File: config.mk
export PLATFORM = sky130hd
export DESIGN_NAME = srrip_set_replacement
export DESIGN_NICKNAME = d
export VERILOG_FILES = /design/src/rtl/core/srrip_pkg.sv /design/src/rtl/core/srrip_ctrl.sv /design/src/rtl/core/srrip_dp.sv /design/src/rtl/core/srrip_set_replacement.sv
export SDC_FILE = /design/constraint.sdc
export NUM_CORES = 1
export LEC_CHECK = 0
export BUFFER_PORTS_ARGS = -buffer_cell sky130_fd_sc_hd__buf_2
export CAP_MARGIN = 40
export CORE_ASPECT_RATIO = 2
export CORE_MARGIN = 2
export CORE_UTILIZATION = 41
export DETAILED_ROUTE_END_ITERATION = 12
export PLACE_DENSITY = 0.67
export SLEW_MARGIN = 10
export SYNTH_ARGS = -nofsm -noshare
export SYNTH_HDL_FRONTEND = slang
export SYNTH_HIERARCHICAL = 1
export SYNTH_SLANG_ARGS = --single-unit
File: constraint.sdc
create_clock -name clk -period 5.65 [get_ports clk]
set_input_delay 0.2825 -clock clk [delete_from_list [all_inputs] [get_ports clk]]
set_output_delay 0.2825 -clock clk [all_outputs]
set_load 0.1 [all_outputs]
File: src/rtl/core/srrip_pkg.sv
// Shared types, constants and helpers for the SRRIP set replacement block.
// No dependencies; every other file in rtl/core refers to this package.
package srrip_pkg;

	localparam int WAYS     = 16;
	localparam int WAY_W    = $clog2(WAYS);
	localparam int MASK_W   = 16;
	localparam int CTR_W    = 8;
	localparam int CFG_W    = 4;
	localparam int ATT_W    = 4;
	localparam int VICTIM_W = 4;
	localparam int USED_W   = 3;

	// configuration register indexes
	localparam logic REG_COUNTER_BITS = 1'b0;
	localparam logic REG_MAX_ATTEMPTS = 1'b1;

	// operation codes
	localparam logic OP_VICTIM = 1'b0;
	localparam logic OP_HIT    = 1'b1;

	typedef struct packed {
		logic              operation;
		logic [3:0]        hit_way;
		logic [MASK_W-1:0] valid_ways;
		logic [MASK_W-1:0] lower_held_ways;
	} req_t;

	typedef struct packed {
		logic [VICTIM_W-1:0] victim_way;
		logic [USED_W-1:0]   attempts_used;
		logic [CTR_W-1:0]    prior_counter;
		logic                search_failed;
	} rsp_t;

	// controller -> datapath
	typedef struct packed {
		logic load;
		logic do_hit;
		logic do_inv;
		logic do_scan;
		logic do_age;
	} cmd_t;

	// datapath -> controller
	typedef struct packed {
		logic op_hit;
		logic any_inv;
		logic cand_max;
		logic reject;
		logic iter_last;
		logic pass_last;
	} status_t;

	// counter maximum; width is clamped to 1..8
	function automatic logic [CTR_W-1:0] rrpv_max(input logic [CFG_W-1:0] bits);
		logic [CFG_W-1:0] b;
		logic [CTR_W:0]   m;
		b = bits;
		if (b == '0) b = CFG_W'(1);
		if (b > CFG_W'(8)) b = CFG_W'(8);
		m = ((CTR_W+1)'(1) << b) - (CTR_W+1)'(1);
		return m[CTR_W-1:0];
	endfunction

	localparam logic [CTR_W-1:0] CTR_RESET = rrpv_max(CFG_W'(2)) - CTR_W'(1);

endpackage

File: src/rtl/core/srrip_ctrl.sv
// Controller state machine for the SRRIP set replacement block.
// Depends on srrip_pkg (cmd_t, status_t).
module srrip_ctrl (
	input  logic                clk,
	input  logic                arst_n,
	input  logic                start,
	input  srrip_pkg::status_t  st,
	output srrip_pkg::cmd_t     cmd,
	output logic                busy,
	output logic                done
);

	localparam logic [1:0] S_IDLE = 2'd0;
	localparam logic [1:0] S_DISP = 2'd1;
	localparam logic [1:0] S_SCAN = 2'd2;
	localparam logic [1:0] S_AGE  = 2'd3;

	logic [1:0] state_q, state_d;
	logic       done_q, fin;

	always_comb begin
		state_d = state_q;
		cmd     = '0;
		fin     = 1'b0;
		case (state_q)
			S_IDLE: begin
				if (start) begin
					cmd.load = 1'b1;
					state_d  = S_DISP;
				end
			end
			S_DISP: begin
				if (st.op_hit) begin
					cmd.do_hit = 1'b1;
					fin        = 1'b1;
					state_d    = S_IDLE;
				end else if (st.any_inv) begin
					cmd.do_inv = 1'b1;
					fin        = 1'b1;
					state_d    = S_IDLE;
				end else begin
					state_d = S_SCAN;
				end
			end
			S_SCAN: begin
				cmd.do_scan = 1'b1;
				if (st.cand_max && !st.reject) begin
					fin     = 1'b1;
					state_d = S_IDLE;
				end else if (st.iter_last) begin
					state_d = S_AGE;
				end
			end
			S_AGE: begin
				cmd.do_age = 1'b1;
				if (st.pass_last) begin
					fin     = 1'b1;
					state_d = S_IDLE;
				end else begin
					state_d = S_SCAN;
				end
			end
			default: begin
				state_d = S_IDLE;
			end
		endcase
	end

	always_ff @(posedge clk or negedge arst_n) begin
		if (!arst_n) begin
			state_q <= S_IDLE;
			done_q  <= 1'b0;
		end else begin
			state_q <= state_d;
			done_q  <= fin;
		end
	end

	assign busy = (state_q != S_IDLE);
	assign done = done_q;

endmodule

File: src/rtl/core/srrip_dp.sv
// Datapath of the SRRIP set replacement block: counters, pointer, config, result.
// Depends on srrip_pkg; driven by srrip_ctrl through cmd_t / status_t.
module srrip_dp (
	input  logic                              clk,
	input  logic                              arst_n,
	input  srrip_pkg::cmd_t                   cmd,
	output srrip_pkg::status_t                st,
	input  srrip_pkg::req_t                   req,
	output srrip_pkg::rsp_t                   rsp,
	input  logic                              cfg_we,
	input  logic                              cfg_idx,
	input  logic [srrip_pkg::CFG_W-1:0]       cfg_data
);

	logic [srrip_pkg::CFG_W-1:0]   counter_bits_q, max_attempts_q;
	logic [srrip_pkg::CTR_W-1:0]   ctr_q [srrip_pkg::WAYS];
	logic [srrip_pkg::WAY_W-1:0]   ptr_q, iter_q, hw_idx, rd_idx, inv_idx, ptr_nx;
	logic [srrip_pkg::ATT_W-1:0]   att_q;
	logic [srrip_pkg::CTR_W-1:0]   pass_q, mx, ins, cur;
	logic [srrip_pkg::USED_W-1:0]  att_sat;
	logic [srrip_pkg::WAYS-1:0]    valid_x, lower_x;
	srrip_pkg::req_t               req_q;
	srrip_pkg::rsp_t               rsp_q, rsp_d;
	logic                          hw_ok, any_inv, cand_max, reject, rsp_we;

	assign mx  = srrip_pkg::rrpv_max(counter_bits_q);
	assign ins = mx - srrip_pkg::CTR_W'(1);

	// ways past the mask count as valid and not held below
	always_comb begin
		for (int w = 0; w < srrip_pkg::WAYS; w++) begin
			valid_x[w] = (w < srrip_pkg::MASK_W) ?
				req_q.valid_ways[w % srrip_pkg::MASK_W] : 1'b1;
			lower_x[w] = (w < srrip_pkg::MASK_W) ?
				req_q.lower_held_ways[w % srrip_pkg::MASK_W] : 1'b0;
		end
	end

	// lowest invalid way
	always_comb begin
		inv_idx = '0;
		any_inv = 1'b0;
		for (int w = srrip_pkg::WAYS - 1; w >= 0; w--) begin
			if (!valid_x[w]) begin
				inv_idx = srrip_pkg::WAY_W'(w);
				any_inv = 1'b1;
			end
		end
	end

	assign hw_ok  = (32'(req_q.hit_way) < srrip_pkg::WAYS);
	assign hw_idx = srrip_pkg::WAY_W'(req_q.hit_way);
	assign rd_idx = (req_q.operation == srrip_pkg::OP_HIT) ? hw_idx : ptr_q;
	assign cur    = ctr_q[rd_idx];

	assign cand_max = (cur >= mx);
	assign reject   = lower_x[ptr_q] &&
		(({1'b0, att_q} + (srrip_pkg::ATT_W+1)'(1)) < {1'b0, max_attempts_q});
	assign ptr_nx   = (32'(ptr_q) == srrip_pkg::WAYS - 1) ? '0 :
		ptr_q + srrip_pkg::WAY_W'(1);
	assign att_sat  = (att_q > srrip_pkg::ATT_W'(7)) ? srrip_pkg::USED_W'(7) :
		att_q[srrip_pkg::USED_W-1:0];

	assign st.op_hit    = (req_q.operation == srrip_pkg::OP_HIT);
	assign st.any_inv   = any_inv;
	assign st.cand_max  = cand_max;
	assign st.reject    = reject;
	assign st.iter_last = (32'(iter_q) == srrip_pkg::WAYS - 1);
	assign st.pass_last = (pass_q == mx);

	always_ff @(posedge clk or negedge arst_n) begin
		if (!arst_n) begin
			counter_bits_q <= srrip_pkg::CFG_W'(2);
			max_attempts_q <= srrip_pkg::CFG_W'(1);
		end else if (cfg_we) begin
			case (cfg_idx)
				srrip_pkg::REG_COUNTER_BITS: counter_bits_q <= cfg_data;
				srrip_pkg::REG_MAX_ATTEMPTS: max_attempts_q <= cfg_data;
				default: ;
			endcase
		end
	end

	always_ff @(posedge clk or negedge arst_n) begin
		if (!arst_n) begin
			for (int w = 0; w < srrip_pkg::WAYS; w++) ctr_q[w] <= srrip_pkg::CTR_RESET;
		end else begin
			if (cmd.do_hit && hw_ok && cur != '0)
				ctr_q[hw_idx] <= cur - srrip_pkg::CTR_W'(1);
			if (cmd.do_inv)
				ctr_q[inv_idx] <= ins;
			if (cmd.do_scan && cand_max)
				ctr_q[ptr_q] <= reject ? '0 : ins;
			if (cmd.do_age) begin
				for (int w = 0; w < srrip_pkg::WAYS; w++)
					if (ctr_q[w] < mx) ctr_q[w] <= ctr_q[w] + srrip_pkg::CTR_W'(1);
			end
		end
	end

	always_ff @(posedge clk or negedge arst_n) begin
		if (!arst_n) begin
			ptr_q  <= '0;
			iter_q <= '0;
			att_q  <= '0;
			pass_q <= '0;
		end else begin
			if (cmd.load) begin
				iter_q <= '0;
				att_q  <= '0;
				pass_q <= '0;
			end
			if (cmd.do_scan) begin
				iter_q <= iter_q + srrip_pkg::WAY_W'(1);
				if (cand_max && reject) att_q <= att_q + srrip_pkg::ATT_W'(1);
				else ptr_q <= ptr_nx;
			end
			if (cmd.do_age) begin
				iter_q <= '0;
				pass_q <= pass_q + srrip_pkg::CTR_W'(1);
			end
		end
	end

	// next result item; the controller fires at most one command per cycle
	always_comb begin
		rsp_d = '0;
		if (cmd.do_hit)
			rsp_d.prior_counter = hw_ok ? cur : '0;
		if (cmd.do_inv)
			rsp_d.victim_way = srrip_pkg::VICTIM_W'(inv_idx);
		if (cmd.do_scan) begin
			rsp_d.victim_way    = srrip_pkg::VICTIM_W'(ptr_q);
			rsp_d.attempts_used = att_sat;
		end
		if (cmd.do_age) begin
			rsp_d.attempts_used = att_sat;
			rsp_d.search_failed = 1'b1;
		end
	end

	assign rsp_we = cmd.do_hit || cmd.do_inv || (cmd.do_scan && cand_max && !reject) ||
		(cmd.do_age && st.pass_last);

	always_ff @(posedge clk) begin
		if (cmd.load) req_q <= req;
		if (rsp_we) rsp_q <= rsp_d;
	end

	assign rsp = rsp_q;

endmodule

File: src/rtl/core/srrip_set_replacement.sv
// Top level of the SRRIP set replacement block: controller plus datapath.
// Depends on srrip_pkg, srrip_ctrl and srrip_dp.
//
// Usage:
//   Command channel: drive req and pulse start while busy is low; the item is
//   taken at that clock edge and busy rises on the next cycle.
//   Result channel: done is high for exactly one cycle with rsp holding the
//   result; nothing can hold it off, so capture it in that cycle.
//   Config port: cfg_we with cfg_idx (0 = counter_bits, 1 = max_attempts) and
//   cfg_data writes a register at the edge; write only while the block is idle.
// Sequencing:
//   A hit, or a miss with an invalid way, ends in the dispatch state. A full
//   miss scans one way per cycle (a rejected held-below way is scanned again)
//   and ages all counters after each failed pass; it fails after max + 1
//   passes, max = 2^counter_bits - 1 with counter_bits clamped to 1..8.
//   busy drops in the cycle done is high, so the next item can start then.
// Reset:
//   arst_n clears the controller, sets every counter to 2 (maximum minus one
//   at the reset width), the pointer to way 0, and the registers to 2 and 1.
module srrip_set_replacement (
	input  logic                           clk,
	input  logic                           arst_n,
	input  logic                           start,
	output logic                           busy,
	input  srrip_pkg::req_t                req,
	output logic                           done,
	output srrip_pkg::rsp_t                rsp,
	input  logic                           cfg_we,
	input  logic                           cfg_idx,
	input  logic [srrip_pkg::CFG_W-1:0]    cfg_data
);

	srrip_pkg::cmd_t    cmd;
	srrip_pkg::status_t st;

	// sequence each item: dispatch, then on a full miss scan and age until a victim or failure
	srrip_ctrl u_ctrl (
		.clk    (clk),
		.arst_n (arst_n),
		.start  (start),
		.st     (st),
		.cmd    (cmd),
		.busy   (busy),
		.done   (done)
	);

	// hold counters, pointer and config; register the result item
	srrip_dp u_dp (
		.clk      (clk),
		.arst_n   (arst_n),
		.cmd      (cmd),
		.st       (st),
		.req      (req),
		.rsp      (rsp),
		.cfg_we   (cfg_we),
		.cfg_idx  (cfg_idx),
		.cfg_data (cfg_data)
	);

endmodule

## After elaboration in Yosys (flattened, before gate mapping)

Cells that the tools add are included.

- Input port bits: 46
- Flip-flop bits (word level): 212
- Logic and storage cells: 226

- Multiplexer cells: 103
- Equal/unequal tests: 8
- $lt $le $gt $ge: 28
- Shift-type cells: 1
- Bitwise gates (word level): 6
- Reduce and logical (&&, ||, !) cells: 24
- Add/subtract/negate cells: 24

Operators by type and width:

| kind | number |
|---|---|
| 128-bit two-way mux | 4 |
| 128-bit bitwise mux | 3 |
| 8-bit two-way mux | 24 |
| 8-bit by 1-bit adder with 8-bit output, second input constant | 17 |
| 8-bit < comparator | 16 |
| 4-bit two-way mux | 27 |
| 8-bit demux with 4-bit select | 3 |
| 8-bit binary-select mux with 4-bit select | 1 |
| 1-bit two-way mux | 28 |
| 5-bit greater-or-equal comparator, second input constant | 4 |
| 4-bit NOT with 5-bit output | 4 |
| 8-bit by 1-bit subtractor with 8-bit output, second input constant | 2 |
| 5-bit by 1-bit < comparator with 1-bit output, second input constant | 3 |
| 2-bit two-way mux | 7 |
| 4-bit by 1-bit adder with 4-bit output, second input constant | 3 |
| 1-bit logical AND | 10 |
| 4-bit == test, second input constant | 2 |
| 8-bit == test | 1 |
| 8-bit greater-or-equal comparator | 1 |
| 2-bit case mux with 4 select lines | 1 |
| 2-bit AND reduction | 4 |
| 8-bit nonzero test | 1 |
| 1-bit by 4-bit left shift with 8-bit output, first input constant | 1 |
| 8-bit by 2-bit subtractor with 8-bit output, second input constant | 1 |
| other kinds (20) | 26 |

## Logic depth before layout (Yosys ltp)

Gate-level depths: netlist of the first run.

- Depth in word-level cells: 27
- Gate-level depth with buffers: 26

## Modules after synthesis

The synthesis of the first run kept the hierarchy.

Modules (own cells, without submodules):

| module | seq. area each (µm²) | cells an instance | instances | area an instance (µm²) |
|---|---|---|---|---|
| srrip_dp | 5517.8 | 1947 | 1 | 18117.4 |
| srrip_ctrl | 75.1 | 21 | 1 | 203.9 |

## Worst setup path before layout of the first run

No wires, ideal clock.

- Path kind: register to register
- From: register u_dp.req_q, in the netlist u_dp/st[5]
- To: register u_dp.rsp_q, in the netlist u_dp/rsp[0], enable pin
- Path slack: 204 ps
- Data arrival time: 5032 ps
- Buffers on the path: 8
- Cell stages (with the launch flop): 22
- Required time: 5236 ps
- Path through: edfxtp_1 -> buf_6 -> mux2i_4 -> buf_6 -> buf_4 -> buf_2 -> mux2i_1 -> mux2i_1 -> a32oi_1 -> and2_1 -> clkbuf_1 -> clkbuf_1 -> ha_1 -> nand2b_1 -> a211oi_1 -> o31a_1 -> nor2_1 -> o2111a_1 -> buf_4 -> nor3_4 -> buf_4 -> o31ai_1

- Cells in the longest elaborated chain, start to end: 10
- Elaborated cells between the ends (all ways): 14

Ends and longest elaborated chain:

| item | RTL line | RTL |
|---|---|---|
| start: declaration | srrip_dp.sv:22 | `srrip_pkg::req_t req_q;` |
| start signal: assignment | srrip_dp.sv:146 | `if (cmd.load) req_q <= req;` |
| 4-bit two-way mux | srrip_dp.sv:53 | `assign rd_idx = (req_q.operation == srrip_pkg::OP_HIT) ? hw_idx : ptr_q;` |
| 4-bit NOT with 5-bit output (not written as such) | srrip_dp.sv:54 | `assign cur = ctr_q[rd_idx];` |
| 8-bit binary-select mux with 4-bit select | srrip_dp.sv:54 |  |
| 8-bit two-way mux (not written as such) (2 in series) | srrip_dp.sv:54 |  |
| 8-bit greater-or-equal comparator | srrip_dp.sv:56 | `assign cand_max = (cur >= mx);` |
| 1-bit logical AND (2 in series) | srrip_dp.sv:142 | `assign rsp_we = cmd.do_hit \|\| cmd.do_inv \|\| (cmd.do_scan && cand_max && !reject) \|\|` |
| 1-bit logical OR (*) (2 in series) | srrip_dp.sv:142 |  |
| named net u_dp.rsp_we | srrip_dp.sv:24 | `logic hw_ok, any_inv, cand_max, reject, rsp_we;` |
| end signal: assignment | srrip_dp.sv:147 | `if (rsp_we) rsp_q <= rsp_d;` |
| end: declaration | srrip_dp.sv:23 | `srrip_pkg::rsp_t rsp_q, rsp_d;` |

The timed path passes the listed nets; every way through them passes the cells marked *. The select of a mux whose other input is x is not followed.
A chain may end at the register's enable or synchronous reset.

## Worst setup path after layout of the first run

- From: register u_dp/ptr_q[0] (netlist bit)
- To: register u_dp/ctr_q[90] (netlist bit)

- Cells in the longest elaborated chain, start to end: 14
- Elaborated cells between the ends (all ways): 28

Ends and longest elaborated chain:

| item | RTL line | RTL |
|---|---|---|
| start: declaration | srrip_dp.sv:17 | `logic [srrip_pkg::WAY_W-1:0] ptr_q, iter_q, hw_idx, rd_idx, inv_idx, ptr_nx;` |
| start signal: assignment | srrip_dp.sv:116 | `else ptr_q <= ptr_nx;` |
| 4-bit two-way mux | srrip_dp.sv:53 |  |
| 4-bit NOT with 5-bit output (not written as such) | srrip_dp.sv:54 |  |
| 8-bit binary-select mux with 4-bit select | srrip_dp.sv:54 |  |
| 8-bit two-way mux (not written as such) (2 in series) | srrip_dp.sv:54 |  |
| 8-bit by 1-bit subtractor with 8-bit output or 8-bit nonzero test (tied branches) | srrip_dp.sv:89, srrip_dp.sv:88 |  |
| 128-bit bitwise mux or 1-bit logical AND (tied branches) | srrip_dp.sv:89, srrip_dp.sv:88 |  |
| 128-bit two-way mux | srrip_dp.sv:88 | `if (cmd.do_hit && hw_ok && cur != '0)` |
| 128-bit bitwise mux | srrip_dp.sv:91 | `ctr_q[inv_idx] <= ins;` |
| 128-bit two-way mux | srrip_dp.sv:90 | `if (cmd.do_inv)` |
| 128-bit bitwise mux | srrip_dp.sv:93 | `ctr_q[ptr_q] <= reject ? '0 : ins;` |
| 128-bit two-way mux (*) | srrip_dp.sv:92 | `if (cmd.do_scan && cand_max)` |
| 8-bit two-way mux | srrip_dp.sv:96 | `if (ctr_q[w] < mx) ctr_q[w] <= ctr_q[w] + srrip_pkg::CTR_W'(1);` |
| 128-bit two-way mux (*) | srrip_dp.sv:94 | `if (cmd.do_age) begin` |
| end signal: indexed assignment | srrip_dp.sv:89 | `ctr_q[hw_idx] <= cur - srrip_pkg::CTR_W'(1);` |
| end signal: indexed assignment | srrip_dp.sv:91 |  |
| end signal: indexed assignment | srrip_dp.sv:93 |  |
| end: declaration | srrip_dp.sv:16 | `logic [srrip_pkg::CTR_W-1:0] ctr_q [srrip_pkg::WAYS];` |

Mark *: on every way between the ends. The rest lies on a longest branch, timed or not. The select of a mux whose other input is x is not followed.

==> results of run 1 <==
[final cells by class]
type                    instances  share of cell area
clock buffers                  26             0.02855
multi-input cells            1607              0.5806
well taps                     555             0.03322
diodes                          1           0.0001197
flip-flops and latches        212              0.2676
inverters                      41            0.007363
clock inverters                14            0.008919
repair buffers                196             0.07363
[registers in the layout, summed over array words and instances (netlist names)]
| register | cells |
|---|---|
| u_dp/ctr_q | 128 |
| u_dp/lower_x | 16 |
| u_dp/rsp | 16 |
| u_dp/valid_x | 16 |
| u_dp/pass_q | 8 |
| u_dp/att_q | 4 |
| u_dp/counter_bits_q | 4 |
| u_dp/hw_idx | 4 |
| u_dp/iter_q | 4 |
| u_dp/max_attempts_q | 4 |
| u_dp/ptr_q | 4 |
| u_ctrl/state_q | 2 |
| u_ctrl/done | 1 |
| u_dp/st | 1 |
[layer usage]
metal / wire length (um) / up-vias / global-route usage
met2: 41690 / 1137 / 0.6426
met5: 32 / - / 0
met4: 10810 / 4 / 0.3478
met3: 7114 / 486 / 0.07228
li1: - / 7612 / -
met1: 27510 / 8591 / 0.3735
[where the power goes]
group,switching (mW),internal [mW]
registers,0.857,1.93
logic,2.10,1.50
clock network,0.720,0.943
[worst paths after layout]
path                                                    startpoint                                  to  slack [ns]  depth (start not counted)
worst max-delay path                     u_dp/ptr_q[0]$_DFFE_PN0P_            u_dp/ctr_q[90]$_DFF_PN0_        0.27                         18
worst min-delay path                                   cfg_data[2]  u_dp/max_attempts_q[2]$_DFFE_PN0P_        0.01                          2
worst max register to register           u_dp/ptr_q[0]$_DFFE_PN0P_            u_dp/ctr_q[90]$_DFF_PN0_        0.27                         18
worst min register to register  u_dp/max_attempts_q[3]$_DFFE_PN0P_  u_dp/max_attempts_q[3]$_DFFE_PN0P_        0.51                          1
max in group asynchronous                                   arst_n            u_dp/ctr_q[17]$_DFF_PN1_        4.50                          4
min in group asynchronous                                   arst_n            u_dp/ctr_q[78]$_DFF_PN0_        0.09                          2
[kinds of logic after synthesis]
kind of cell	after synthesis	synth area share
buffers and inverters	150	0.03838
multiplexers	179	0.1238
AND/OR/NAND/NOR	661	0.1777
other	2	0.0004099
flip-flops	212	0.3053
XOR/XNOR	117	0.05593
AO/OA/AOI/OAI	500	0.2022
adder cells (fa/ha/maj)	147	0.09629
[per-stage QoR]
step	instances	hold WS [ns]
5_1_grt	2651	0.01038
3_5_place_dp	2567	0.3831
3_3_place_gp	2556	0.3874
4_1_cts	2649	0.004132
6_report	2652	0.009597
2_1_floorplan	1969	-0.01309
[cells in the mapped netlist, types with 24 or more instances]
cell	count	area share
nor2_1	174	0.036
nand2_1	143	0.029
dfrtp_1	141	0.19
ha_1	117	0.080
nand3_1	102	0.028
mux2i_1	89	0.049
a21o_1	75	0.031
xnor2_1	73	0.035
a21oi_1	67	0.018
a211oi_1	63	0.026
o21ai_0	62	0.017
clkbuf_1	57	0.012
mux2_2	56	0.034
nor3_1	56	0.015
edfxtp_1	53	0.087
xor2_1	44	0.021
inv_1	37	0.0076
nand2b_1	35	0.012
and3_1	33	0.011
o211ai_1	33	0.014
nor2b_1	31	0.011
maj3_1	30	0.016
mux4_2	28	0.034
o31ai_1	25	0.010
buf_2	24	0.0066
[what timing repair did]
item | 4_1_cts | 5_1_grt
hold buffers | 42 | 0
endpoints found under the hold margin | 113 | 0
gates resized for setup | 0 | 2
setup endpoints to repair | 0 | 10
[critical path, cell delays in order, from the launching register on]
cell,delay [ns]
dfrtp_1,0.58
mux2i_4,0.26
buf_12,0.33
mux2i_1,0.44
mux2i_2,0.24
a32oi_1,0.27
and2_1,0.21
ha_1,0.23
nand2b_1,0.15
a211oi_1,0.37
o31ai_1,0.16
o211a_1,0.22
a221o_1,0.38
nor3_4,0.30
buf_4,0.25
nor3_1,0.07
buf_4,0.18
nand2b_1,0.30
o211a_1,0.30
==> metrics.yaml, run 1 <==
status:
  outcome: "finished clean"
drt:
  wire_per_inst_um: 32.86
  drtIter0Drc: 1579
  finalWirelength_mm: 87.15
  firstDrtPassIters: 6
  ant_nets: 0
  via_count: 17830
  avgViaCountPerCell: 6.723
  route.detailed.drc: 0
logic_synthesis:
  synth-main-ff-cell: "dfrtp_1"
  synth_area_mm2: 0.01832
  synth_seq_cells: 212
  yosysUniqueCellTypes: 96
  synthesis.instances: 1968
  ys_seq_area_frac: 0.3053
  syn_avg_cell_area_um2: 9.310
  synth_warnings: 6
  synthArstFlopShare: 0.7500
  synth_edf_count: 53
power:
  power_mw: 8.051
  power_density_mw_per_mm2: 385.2
  vdd_drop_max_mv: 0.2916
  power_leakage_nw: 8.591
final_layout:
  final_net_count: 2243
  fill_cells: 4200
  final_cell_mix: "nor2_1, nand2_1, dfrtp_1"
  final_common_cell: "nor2_1"
  areaGrowthSynthToFinish_pct: 14.08
  design_area_mm2: 0.02090
  drive_gt1_frac: 0.1746
  multi_input_area_mm2: 0.01214
  seq_area_mm2: 0.005593
  final_core_util: 0.4730
clock_network:
  clock_latency_ns: 0.57
  tritoncts: "yes"
  cts.clk_slew.worst_paths_ns: 0.07
  numCtsBuffers: 22
  cts_root_buffer: "clkbuf_16"
  postCtsSetupBuffers: 0
  htree_levels: 1
  cts.sink_count: 212
  clock_path_buffers: 3
timing:
  period_needed_ns: 5.378
  finalCritPeriodShare: 0.9518
  relSlewSlack: 0.3250
  worst_pin_slew_ns: 1.013
  hold_viol_final: 0
  timing.fmax_ghz: 0.1860
  setup_violations: 0
  final.setup.tns_ns: 0
  clock_skew_ns: 0.02707
  setup_slack_ns: 0.2723
  rsz0062_at_grt: "false"
  slew_viol_final: 0
floorplanning:
  core-area_mm2: 0.04419
  rows: 109
  start_util: 0.4146
  die_w_um: 153.5
  io_pins: 64
  die_area_mm2: 0.04650
  die_h_um: 303.0
global_routing:
  antenna_found_initial: 6
  grt_max_degree: 80
  grt_pass1_vias: 18210
  grt_pass1_wl_mm: 125.4
  gr-usage-all-layers: 0.3718
  grt_overflow: 0
flow_run:
  maxCapViolations: 0
placement:
  hpwlAfterDp_mm: 62.30
  globalplace.congestion: 1.077
  port_buffers: 63
  dp_slack_ns: 0.4180
  placed_area_mm2: 0.01966
critical_path:
  critical_path_arrival_ns: 5.82
  start_kind: "register"
  crit_fanout: 41
  worst-setup-path-type: "reg2reg"
  crit_path_end_kind: "register"
  required_ns: 6.09
min_path:
  hp-class: "in2reg"
No activity file was read; power rests on OpenSTA's default activity.
==> inputs of run 2 (changes only) <==
--- a/config.mk
+++ b/config.mk
@@ -11,4 +11,5 @@
 export CORE_MARGIN = 2
 export CORE_UTILIZATION = 41
+export CTS_CLUSTER_DIAMETER = 30
 export DETAILED_ROUTE_END_ITERATION = 12
 export PLACE_DENSITY = 0.67
==> constraint.sdc (replaced) <==
create_clock -name clk -period 5.65 [get_ports clk]
set_input_delay 0.2825 -clock clk [delete_from_list [all_inputs] [get_ports clk]]
set_output_delay 0.2825 -clock clk [all_outputs]
set_load 0.005 [all_outputs]
==> metrics.yaml, run 2 (synthesized netlist as in run 1, its figures left out) <==
placement:
  globalplace.congestion: 1.077  # unchanged
  hpwlAfterDp_mm: 62.30  # unchanged
  placed_area_mm2: 0.01966  # unchanged
  port_buffers: 63  # unchanged
  dp_slack_ns: 0.4180  # unchanged
  dp.cells: 2567  # unchanged
final_layout:
  design_area_mm2: 0.02161  # +3.4%
  drive_gt1_frac: 0.1892  # +0.01461
  final_common_cell: "nor2_1"
  final_net_count: 2265  # +0.98%
  largest_register: "u_dp/ctr_q"
  final_cells: 2694  # +1.6%
  largest_reg_flops: 128  # unchanged
  final_cell_mix: "nor2_1, nand2_1, dfrtp_1"
  areaGrowthSynthToFinish_pct: 17.97
  final_core_util: 0.4892  # +0.01614
critical_path:
  critical_path_arrival_ns: 5.90  # +0.08 ns
  r2r-start: "u_dp/ptr_q[0]$_DFFE_PN0P_"
  crit_fanout: 41  # unchanged
  required_ns: 6.13  # +0.04 ns
  path_cells: "mux2i_4 > buf_12 > mux2i_1 > mux2i_1 > a32oi_1 > and2_1 > ha_1 > nand2b_1 > a211oi_1 > o31ai_1 > o211a_1 > a221o_1 > nor3_4 > inv_2 > nand2_1 > nand2_1 > o31ai_1"
  crit_path_max_incr_delay_ns: 0.57  # about the same
  start_kind: "register"
  r2r_cells: 17  # -1
  r2r-end: "u_dp/ctr_q[13]$_DFF_PN0_"
  crit_path_end_kind: "register"
  ff2ff_setup_slack_ns: 0.23  # -0.04 ns
  worst-setup-path-type: "reg2reg"
  cp_slowest_cell: "dfrtp_1"
floorplanning:
  die_w_um: 153.5  # unchanged
  rows: 109  # unchanged
  core-area_mm2: 0.04419  # unchanged
  die_h_um: 303.0  # unchanged
  start_util: 0.4146  # unchanged
  die_area_mm2: 0.04650  # unchanged
  io_pins: 64  # unchanged
flow_run:
  maxCapViolations: 0  # unchanged
drt:
  firstDrtPassIters: 6  # unchanged
  drtIter0Drc: 1618  # +2.5%
  avgViaCountPerCell: 6.724  # about the same
  route.detailed.drc: 0  # unchanged
  finalWirelength_mm: 87.13  # about the same
  wire_per_inst_um: 32.34  # -1.6%
  ant_nets: 0  # unchanged
  via_count: 18120  # +1.6%
timing:
  hold_viol_final: 0  # unchanged
  finalCritPeriodShare: 0.9595  # +0.007718
  worst_pin_slew_ns: 0.9596  # -0.05287 ns
  slew_viol_final: 0  # unchanged
  setup_slack_ns: 0.2286  # -0.04361 ns
  timing.fmax_ghz: 0.1845  # -0.80%
  final.setup.tns_ns: 0  # unchanged
  rsz0062_at_grt: "false"
  hold-worst-slack_ns: 0.06351  # +0.05391 ns
  setup_violations: 0  # unchanged
  clock_skew_ns: 0.03982  # +0.01275 ns
  period_needed_ns: 5.421  # +0.04361 ns
  relSlewSlack: 0.3579  # +0.03288
global_routing:
  grt_max_degree: 80  # unchanged
  antenna_found_initial: 7  # +1
  grt_pass1_vias: 18480  # +1.5%
  grt_overflow: 0  # unchanged
  grt_pass1_wl_mm: 126.0  # +0.51%
  gr-usage-all-layers: 0.3751  # +0.003267
power:
  vdd_drop_max_mv: 0.2860  # -1.9%
  power_density_mw_per_mm2: 414.4  # +7.6%
  power_leakage_nw: 8.940  # +4.1%
  power_mw: 8.956  # +11%
min_path:
  hp-class: "in2async"
status:
  outcome: "finished clean"
clock_network:
  cts_root_buffer: "clkbuf_16"
  cts.clk_slew.worst_paths_ns: 0.06  # about the same
  tritoncts: "yes"
  clock_path_buffers: 3  # unchanged
  htree_levels: 2  # +1
  clock_latency_ns: 0.60  # +0.03 ns
  numCtsBuffers: 41  # +86%
  cts.sink_count: 212  # unchanged
run 2: changes by cell type in the layout (fill, tap and decap cells not counted), sizes merged:
cell         previous run  this run
clkbuf                 26        48
dlygate4sd3            42        43
clkinv                  8        15
inv                    39        48
diode                   1         4
run 2: routing by layer:
metal  vias to the layer above  routed length (um)  global-route usage
li1                       7697                   -                   -
met1                      8635               27120              0.3688
met2                      1212               41630              0.6408
met3                       567                7077             0.08499
met4                         4               11270              0.3670
met5                         -                  29                   0
run 2: critical path, delay by kind of cell (launching register included):
| kind | cells | cell delay [ns] |
|---|---|---|
| AOI/OAI and AO/OA | 6 | 1.67 |
| and+or+nand+nor | 5 | 1.19 |
| muxes | 3 | 0.95 |
| buffers and inverters | 2 | 0.66 |
| DFF | 1 | 0.57 |
| adders and majority gates | 1 | 0.23 |
run 2: area by class of cell:
| class | instances | area, um2 |
|---|---|---|
| clock buffers | 46 | 1075 |
| clock inverters | 30 | 394.1 |
| well taps | 555 | 694.4 |
| inverters | 41 | 153.9 |
| flip-flops and latches | 212 | 5593 |
| fillers | 4140 | 22570 |
| diodes | 4 | 10.01 |
| repair buffers | 199 | 1562 |
| multi-input cells | 1607 | 12130 |
run 2: where the power goes:
part | internal [mW] | switching (mW) | total, mW
clock | 1.61 | 1.01 | 2.62
combinational | 1.51 | 2.04 | 3.55
sequential | 1.94 | 0.851 | 2.79
run 2: worst max path at each step:
| stage | to | depth (start not counted) | from | slack (ns) |
|---|---|---|---|---|
| CTS | u_dp/ctr_q[22]$_DFF_PN0_ | 17 | u_dp/ptr_q[0]$_DFFE_PN0P_ | 0.39 |
| floorplan | u_dp/rsp[0]$_DFFE_PP_ | 21 | u_dp/st[5]$_DFFE_PP_ | 0.20 |
| global placement | u_dp/ctr_q[70]$_DFF_PN0_ | 17 | u_dp/ptr_q[0]$_DFFE_PN0P_ | 0.37 |
| finish | u_dp/ctr_q[13]$_DFF_PN0_ | 17 | u_dp/ptr_q[0]$_DFFE_PN0P_ | 0.23 |
| detailed placement | u_dp/ctr_q[90]$_DFF_PN0_ | 18 | u_dp/ptr_q[0]$_DFFE_PN0P_ | 0.42 |
| global route | u_dp/ctr_q[26]$_DFF_PN0_ | 17 | u_dp/st[5]$_DFFE_PP_ | 0.09 |
run 2: timing repair:
| action | 4_1_cts | 5_1_grt |
|---|---|---|
| endpoints found under the hold margin | 115 | 0 |
| setup endpoints to repair | 0 | 3 |
| hold buffers | 43 | 0 |
| gates resized for setup | 0 | 2 |
| buffers inserted | 0 | 0 |
